$ cat config.mk
export PLATFORM = sky130hd
export DESIGN_NAME = tlt_scan
export DESIGN_NICKNAME = d
export VERILOG_FILES = /design/src/sv/tlt_pkg.sv /design/src/sv/tlt_scan.sv
export SDC_FILE = /design/constraint.sdc
export NUM_CORES = 1
export LEC_CHECK = 0
export BUFFER_PORTS_ARGS = -buffer_cell sky130_fd_sc_hd__buf_2
export CAP_MARGIN = 20
export CORE_ASPECT_RATIO = 1.2
export CORE_UTILIZATION = 50
export DETAILED_ROUTE_END_ITERATION = 10
export PLACE_DENSITY = 0.81
export SLEW_MARGIN = 20
export SYNTH_ARGS = -nofsm -noshare
export SYNTH_HDL_FRONTEND = slang
export SYNTH_SLANG_ARGS = --single-unit
$ cat constraint.sdc
create_clock -name clk_i -period 6.1 [get_ports clk_i]
set_input_delay 0.61 -clock clk_i [delete_from_list [all_inputs] [get_ports clk_i]]
set_output_delay 0.61 -clock clk_i [all_outputs]
set_load 0.005 [all_outputs]
$ cat src/sv/tlt_pkg.sv
// ----------------------------------------------------------------------------
// tlt_pkg
// Shared types, token codes and byte classes for the tiny-language tokenizer.
// ----------------------------------------------------------------------------
`default_nettype none

package tlt_pkg;

  // Longest letter run that still forms an identifier
  localparam int MAX_IDENT_LENGTH = 255;

  // Result token codes
  typedef enum logic [3:0] {
    TK_NUMCHAR    = 4'd0,
    TK_NUMBER     = 4'd1,
    TK_IDENTCHAR  = 4'd2,
    TK_IDENTIFIER = 4'd3,
    TK_EXIT       = 4'd4,
    TK_BADKW      = 4'd5,
    TK_SEMI       = 4'd6,
    TK_LPAREN     = 4'd7,
    TK_RPAREN     = 4'd8,
    TK_PLUS       = 4'd9,
    TK_MINUS      = 4'd10,
    TK_STAR       = 4'd11,
    TK_SLASH      = 4'd12,
    TK_ASSIGN     = 4'd13,
    TK_EQEQ       = 4'd14,
    TK_BADOP      = 4'd15
  } token_kind_e;

  // Source byte codes
  localparam logic [7:0] CH_NUL    = 8'h00;
  localparam logic [7:0] CH_SEMI   = 8'h3B;  // ;
  localparam logic [7:0] CH_LPAREN = 8'h28;  // (
  localparam logic [7:0] CH_RPAREN = 8'h29;  // )
  localparam logic [7:0] CH_PLUS   = 8'h2B;  // +
  localparam logic [7:0] CH_MINUS  = 8'h2D;  // -
  localparam logic [7:0] CH_STAR   = 8'h2A;  // *
  localparam logic [7:0] CH_SLASH  = 8'h2F;  // /
  localparam logic [7:0] CH_EQUAL  = 8'h3D;  // =

  // Keyword "exit", one letter per position
  localparam logic [7:0] EXIT_WORD [4] = '{8'h65, 8'h78, 8'h69, 8'h74};
  localparam int         EXIT_LEN      = 4;

  // One result item
  typedef struct packed {
    token_kind_e kind;
    logic [7:0]  ch;
    logic [7:0]  len;
    logic        last;
  } res_t;

  // Results produced by one input item (0, 1 or 2)
  typedef struct packed {
    logic [1:0] n;
    res_t       r0;
    res_t       r1;
  } scan_res_t;

  function automatic logic is_digit(input logic [7:0] b);
    return (b >= 8'h30) && (b <= 8'h39);
  endfunction

  function automatic logic is_alpha(input logic [7:0] b);
    return ((b >= 8'h41) && (b <= 8'h5A)) || ((b >= 8'h61) && (b <= 8'h7A));
  endfunction

endpackage

`default_nettype wire

$ cat src/sv/tlt_scan.sv
// ----------------------------------------------------------------------------
// tlt_scan
// Scan state (mode, lexeme count, keyword match) and per-byte token logic.
// ----------------------------------------------------------------------------
`default_nettype none

module tlt_scan
  import tlt_pkg::*;
#(
  parameter int MaxIdentLength = MAX_IDENT_LENGTH
) (
  input  wire logic       clk_i,
  input  wire logic       rst_ni,
  input  wire logic       step_i,
  input  wire logic [7:0] in_byte_i,
  input  wire logic       eoi_i,
  output scan_res_t       res_o
);

  localparam int CountCap = ((MaxIdentLength + 1) > 255) ? (MaxIdentLength + 1) : 255;
  localparam int CntW     = $clog2(CountCap + 1);

  localparam logic [1:0] MODE_IDLE  = 2'd0;
  localparam logic [1:0] MODE_NUM   = 2'd1;
  localparam logic [1:0] MODE_IDENT = 2'd2;
  localparam logic [1:0] MODE_EQ    = 2'd3;

  logic [1:0]      mode_q, mode_d;
  logic [CntW-1:0] cnt_q, cnt_d;
  logic [2:0]      kwm_q, kwm_d;
  logic            mis_q, mis_d;

  logic            dig, alpha;
  logic [CntW-1:0] cnt_inc;
  logic [7:0]      cnt_sat;
  logic            match_ok;
  logic            f_valid;
  res_t            f_res;
  logic            i_valid;
  res_t            i_res;
  logic [1:0]      i_mode;

  assign dig      = is_digit(in_byte_i);
  assign alpha    = is_alpha(in_byte_i);
  assign cnt_inc  = (cnt_q < CntW'(CountCap)) ? cnt_q + 1'b1 : cnt_q;
  assign cnt_sat  = (cnt_q > CntW'(255)) ? 8'hFF : cnt_q[7:0];
  assign match_ok = (cnt_q < CntW'(EXIT_LEN)) && !mis_q &&
                    (in_byte_i == EXIT_WORD[cnt_q[1:0]]);

  // Token closed by the current mode
  always_comb begin
    f_valid = 1'b1;
    f_res   = '{kind: TK_ASSIGN, ch: 8'h00, len: 8'h00, last: 1'b0};
    case (mode_q)
      MODE_NUM: begin
        f_res.kind = TK_NUMBER;
        f_res.len  = cnt_sat;
      end
      MODE_IDENT: begin
        if (cnt_q > CntW'(MaxIdentLength)) begin
          f_res.kind = TK_BADKW;
        end else if (!mis_q && kwm_q == 3'(EXIT_LEN)) begin
          f_res.kind = TK_EXIT;
        end else begin
          f_res.kind = TK_IDENTIFIER;
          f_res.len  = cnt_sat;
        end
      end
      MODE_EQ: f_res.kind = TK_ASSIGN;
      default: f_valid = 1'b0;
    endcase
  end

  // Byte seen from the idle mode
  always_comb begin
    i_valid = 1'b1;
    i_mode  = MODE_IDLE;
    i_res   = '{kind: TK_BADOP, ch: 8'h00, len: 8'h00, last: 1'b0};
    if (dig) begin
      i_mode     = MODE_NUM;
      i_res.kind = TK_NUMCHAR;
      i_res.ch   = in_byte_i;
    end else if (alpha) begin
      i_mode     = MODE_IDENT;
      i_res.kind = TK_IDENTCHAR;
      i_res.ch   = in_byte_i;
    end else begin
      case (in_byte_i)
        CH_SEMI:   i_res.kind = TK_SEMI;
        CH_LPAREN: i_res.kind = TK_LPAREN;
        CH_RPAREN: i_res.kind = TK_RPAREN;
        CH_PLUS:   i_res.kind = TK_PLUS;
        CH_MINUS:  i_res.kind = TK_MINUS;
        CH_STAR:   i_res.kind = TK_STAR;
        CH_SLASH:  i_res.kind = TK_SLASH;
        CH_NUL:    i_res.kind = TK_BADOP;
        CH_EQUAL: begin
          i_valid = 1'b0;
          i_mode  = MODE_EQ;
        end
        default:   i_valid = 1'b0;
      endcase
    end
  end

  always_comb begin
    mode_d = mode_q;
    cnt_d  = cnt_q;
    kwm_d  = kwm_q;
    mis_d  = mis_q;
    res_o  = '0;
    if (eoi_i) begin
      mode_d   = MODE_IDLE;
      cnt_d    = '0;
      kwm_d    = '0;
      mis_d    = 1'b0;
      res_o.n  = {1'b0, f_valid};
      res_o.r0 = f_res;
    end else if (mode_q == MODE_NUM && dig) begin
      cnt_d    = cnt_inc;
      res_o.n  = 2'd1;
      res_o.r0 = '{kind: TK_NUMCHAR, ch: in_byte_i, len: 8'h00, last: 1'b0};
    end else if (mode_q == MODE_IDENT && alpha) begin
      if (match_ok) begin
        kwm_d = kwm_q + 3'd1;
      end else begin
        mis_d = 1'b1;
      end
      cnt_d    = cnt_inc;
      res_o.n  = 2'd1;
      res_o.r0 = '{kind: TK_IDENTCHAR, ch: in_byte_i, len: 8'h00, last: 1'b0};
    end else if (mode_q == MODE_EQ && in_byte_i == CH_EQUAL) begin
      mode_d   = MODE_IDLE;
      res_o.n  = 2'd1;
      res_o.r0 = '{kind: TK_EQEQ, ch: 8'h00, len: 8'h00, last: 1'b0};
    end else begin
      // close the pending token, then treat the byte as a fresh one
      mode_d = i_mode;
      cnt_d  = (dig || alpha) ? CntW'(1) : '0;
      kwm_d  = (alpha && in_byte_i == EXIT_WORD[0]) ? 3'd1 : 3'd0;
      mis_d  = alpha && (in_byte_i != EXIT_WORD[0]);
      if (f_valid) begin
        res_o.r0 = f_res;
        res_o.r1 = i_res;
        res_o.n  = i_valid ? 2'd2 : 2'd1;
      end else begin
        res_o.r0 = i_res;
        res_o.n  = {1'b0, i_valid};
      end
    end
    res_o.r0.last = (res_o.n == 2'd1);
    res_o.r1.last = (res_o.n == 2'd2);
  end

  always_ff @(posedge clk_i or negedge rst_ni) begin
    if (!rst_ni) begin
      mode_q <= MODE_IDLE;
      cnt_q  <= '0;
      kwm_q  <= '0;
      mis_q  <= 1'b0;
    end else if (step_i) begin
      mode_q <= mode_d;
      cnt_q  <= cnt_d;
      kwm_q  <= kwm_d;
      mis_q  <= mis_d;
    end
  end

`ifndef NO_ASSERTIONS
  // Outside a number or letter run nothing is counted
  a_idle_clear: assert property (@(posedge clk_i) disable iff (!rst_ni)
    (mode_q == MODE_IDLE || mode_q == MODE_EQ) |-> (cnt_q == '0 && kwm_q == '0 && !mis_q))
    else $error("tlt_scan: count or match left over outside a run");

  // While still a keyword candidate, every letter so far has matched
  a_kw_track: assert property (@(posedge clk_i) disable iff (!rst_ni)
    (mode_q == MODE_IDENT && !mis_q) |-> (CntW'(kwm_q) == cnt_q))
    else $error("tlt_scan: keyword match out of step with count");

  // Two results only when a token is closed first
  a_two_res: assert property (@(posedge clk_i) disable iff (!rst_ni)
    (step_i && res_o.n == 2'd2) |-> (mode_q != MODE_IDLE && !eoi_i))
    else $error("tlt_scan: two results without a pending token");
`endif

endmodule

`default_nettype wire

==> reports/results.txt <==
outcome = complete, no violations
relative slew slack = 45.2%
CTS tree = built
via/cell ratio = 5.84
Post-Syn Area = 1950 µm²
Mapped Cells = 252
crit share post-route = 55.3%
DRC viols = 0
worst-skew pair later-pin latency = 0.26 ns
via count = 1986
Yosys cell types = 69
slowest CP cell = or4_4
Worst setup SP type = primary input
Setup CP Type = in2out
nets = 309
crit-path cells = buf_2 -> or4_4 -> nand2b_4 -> a21oi_4 -> o221ai_1 -> ha_1 -> nand2_1 -> a32oi_1 -> buf_2
Slew Limit Fails = 0
Core Util, Final = 59.2%
#FFs+latches synth = 15
clock group share of total power = 30.2%
Seq/Total Area, Yosys = 19.3%
CP Capture Type = output pin
Post CTS Setup Buffer Count = 0
drt first pass iters = 4
Area Overhead vs Synth = 12.2%
Ports = 56
Ys Warns = 0
cell total after placement = 336
number of routed nets with antenna violations = 0
Core Footprint = 3690 µm²
first-pass GRT wire length = 8.31 mm
H-tree depth = 1
CP bufs+invs = 2
number of global-route vias before repair = 1820
RSZ-0062 raised after global routing = no
max cap viols = 0
non-filler cells, final = 340
Max rail drop VDD = 0.0585 mV
Hold WS = 0.248 ns
critical path arrival = 2.77 ns
Post-synth EDFFs = 0
grt ovf = 0
Initial Utilization = 52.8%
clk sink count = 15
PortBufs = 45
Crit path largest cell delay = 0.58 ns
Global Route Usage Sum = 25.3%
width of the die = 59 µm
largest net degree at the start of global routing = 20
Comb power frac = 31.4%
pwr dens = 125 nW/µm²
DR iter-0 viols = 90
sequential share of power = 38.4%
Die Ht = 70.4 µm
Detailed Place HPWL = 3.93 mm
antenna violations before repair = 0
ys async rst share = 100%
Switch Pwr = 0.0000943 W
final setup fails = 0
area of the die = 4150 µm²
syn_area_per_cell = 7.74 µm²
share of layout cells above drive strength 1 = 22.9%
Max Clock Freq = 0.296 GHz
Min-Delay Path Class = in2async
CP Data Required Time = 5.49 ns
Sw Ratio = 34.4%
internal power = 0.000180 W
crit-path max FO = 17
Rows = 24
CTS root buf = clkbuf_8
CTS Hold Buffers Added = 0
WL per Instance = 15.0 µm
post-cts resize count = 0
Overall Power = 0.000274 W
Hold Vio Cnt, Final = 0
Setup TNS = 0 ns
Least-Margin Pin Slew = 0.801 ns
Num CTS Buffers = 3
routed wire length = 5.09 mm
Tmin final = 3.38 ns
# diodes = 0
Main synth FF type = dfrtp_1
Final Skew = 0.00880 ns
Leak = 1.02 nW
CP dominant cell by count = buf_2
Clock Pin Slew Worst Setup and Hold Paths = 0.07 ns
clock buffer depth = 2
routability cong. = 0.881
largest delay contributor family on the critical path = simple AND/OR/NAND/NOR gates
## registers in the layout, indices dropped and copies added (netlist names)
| name | flops |
|---|---|
| cnt_q | 9 |
| kwm_q | 3 |
| mode_q | 2 |
| mis_q | 1 |
## cells in the mapped netlist, types with 2 or more instances
master / instances / area [µm²]
nor4_1: 6 / 37.5
or3_1: 2 / 12.5
xnor2_1: 6 / 52.6
or4_1: 2 / 15.0
buf_4: 10 / 75.1
o21ai_0: 4 / 20.0
and2_1: 12 / 75.1
a2111oi_0: 2 / 17.5
a211oi_2: 2 / 25.0
o31a_1: 2 / 17.5
nand4_1: 2 / 12.5
nand2b_1: 3 / 18.8
a21oi_1: 10 / 50.1
clkbuf_1: 5 / 18.8
dfrtp_1: 15 / 375
nand3_1: 9 / 45.0
nand4bb_1: 3 / 33.8
a31oi_1: 4 / 25.0
o21ai_1: 5 / 25.0
nor2_1: 37 / 139
and4b_1: 2 / 20.0
a21oi_4: 2 / 32.5
a2bb2oi_1: 2 / 17.5
inv_1: 15 / 56.3
ha_1: 8 / 100
o211ai_1: 2 / 15.0
and3_1: 3 / 18.8
nand2_1: 13 / 48.8
buf_2: 7 / 35.0
nor2b_1: 4 / 25.0
o31ai_1: 3 / 22.5
a32o_1: 3 / 30.0
nor3_1: 10 / 50.1
o211a_1: 2 / 20.0
## worst paths after layout
kind | depth (start not counted) | to | startpoint | slack (ns)
hold reg to reg | 1 | mis_q$_DFFE_PN0P_ | mis_q$_DFFE_PN0P_ | 0.55
setup reg to reg | 5 | kwm_q[2]$_DFFE_PN0P_ | cnt_q[0]$_DFFE_PN0P_ | 4.02
min in group clk_i | 1 | mis_q$_DFFE_PN0P_ | mis_q$_DFFE_PN0P_ | 0.55
hold / removal | 1 | cnt_q[4]$_DFFE_PN0P_ | rst_ni | 0.25
setup / recovery | 9 | res_o[21] | in_byte_i[4] | 2.72
max in group asynchronous | 1 | cnt_q[7]$_DFFE_PN0P_ | rst_ni | 5.58
## cell type report
class,count,area [µm²]
flip-flops and latches,15,375
inverters,15,56.3
multi-input cells,208,1410
clock inverters,1,5.00
fillers,350,1510
clock buffers,3,41.3
repair buffers,46,233
well taps,52,65.1
## cells in the final DEF (no fill, tap or decap), drive strengths merged, types with 8 or more instances in the layout
cell,synthesis,final
conb,1,10
nand2,13,13
nor3,10,10
inv,15,15
nand3,9,9
buf,18,46
a21oi,13,13
nor2,37,37
ha,8,8
and2,12,12
dfrtp,15,15
o21ai,10,10
## metrics by stage
step | area, µm² | setup WS, ns
2_1_floorplan | 1980 | 3.22
5_1_grt | 2190 | 2.65
6_report | 2190 | 2.72
3_5_place_dp | 2140 | 2.73
4_1_cts | 2190 | 2.74
3_3_place_gp | 2140 | 2.80
## kinds of logic (layout without fill, tap and decap cells)
kind of cell	Yosys count	count (layout)	synth area share [%]
AND/OR/NAND/NOR	116	116	32.6
AO/OA/AOI/OAI	66	66	29.1
buffers and inverters	38	65	10.1
flip-flops	15	15	19.3
adder cells (fa/ha/maj)	8	8	5.13
XOR/XNOR	7	7	3.15
other	1	10	0.192
multiplexers	1	1	0.513
## layer usage
| layer | up-vias | share of wire (%) | GRT usage (%) |
|---|---|---|---|
| met4 | 0 | 2.5 | 12.4 |
| li1 | 976 | - | - |
| met1 | 909 | 42 | 31.6 |
| met5 | - | 0 | 0 |
| met3 | 14 | 5.9 | 2.78 |
| met2 | 87 | 49 | 42.0 |
## power groups by stage
stage	Sequential, W	Combinational (W)	Clock, W
6_report	0.000105	0.0000861	0.0000830
5_1_grt	0.000106	0.0000949	0.0000890
4_1_cts	0.000105	0.0000853	0.0000842
3_5_place_dp	0.000107	0.0000847	0
3_3_place_gp	0.000107	0.0000835	0
2_1_floorplan	0.000106	0.0000634	0
(Power assumes the default switching activity.)
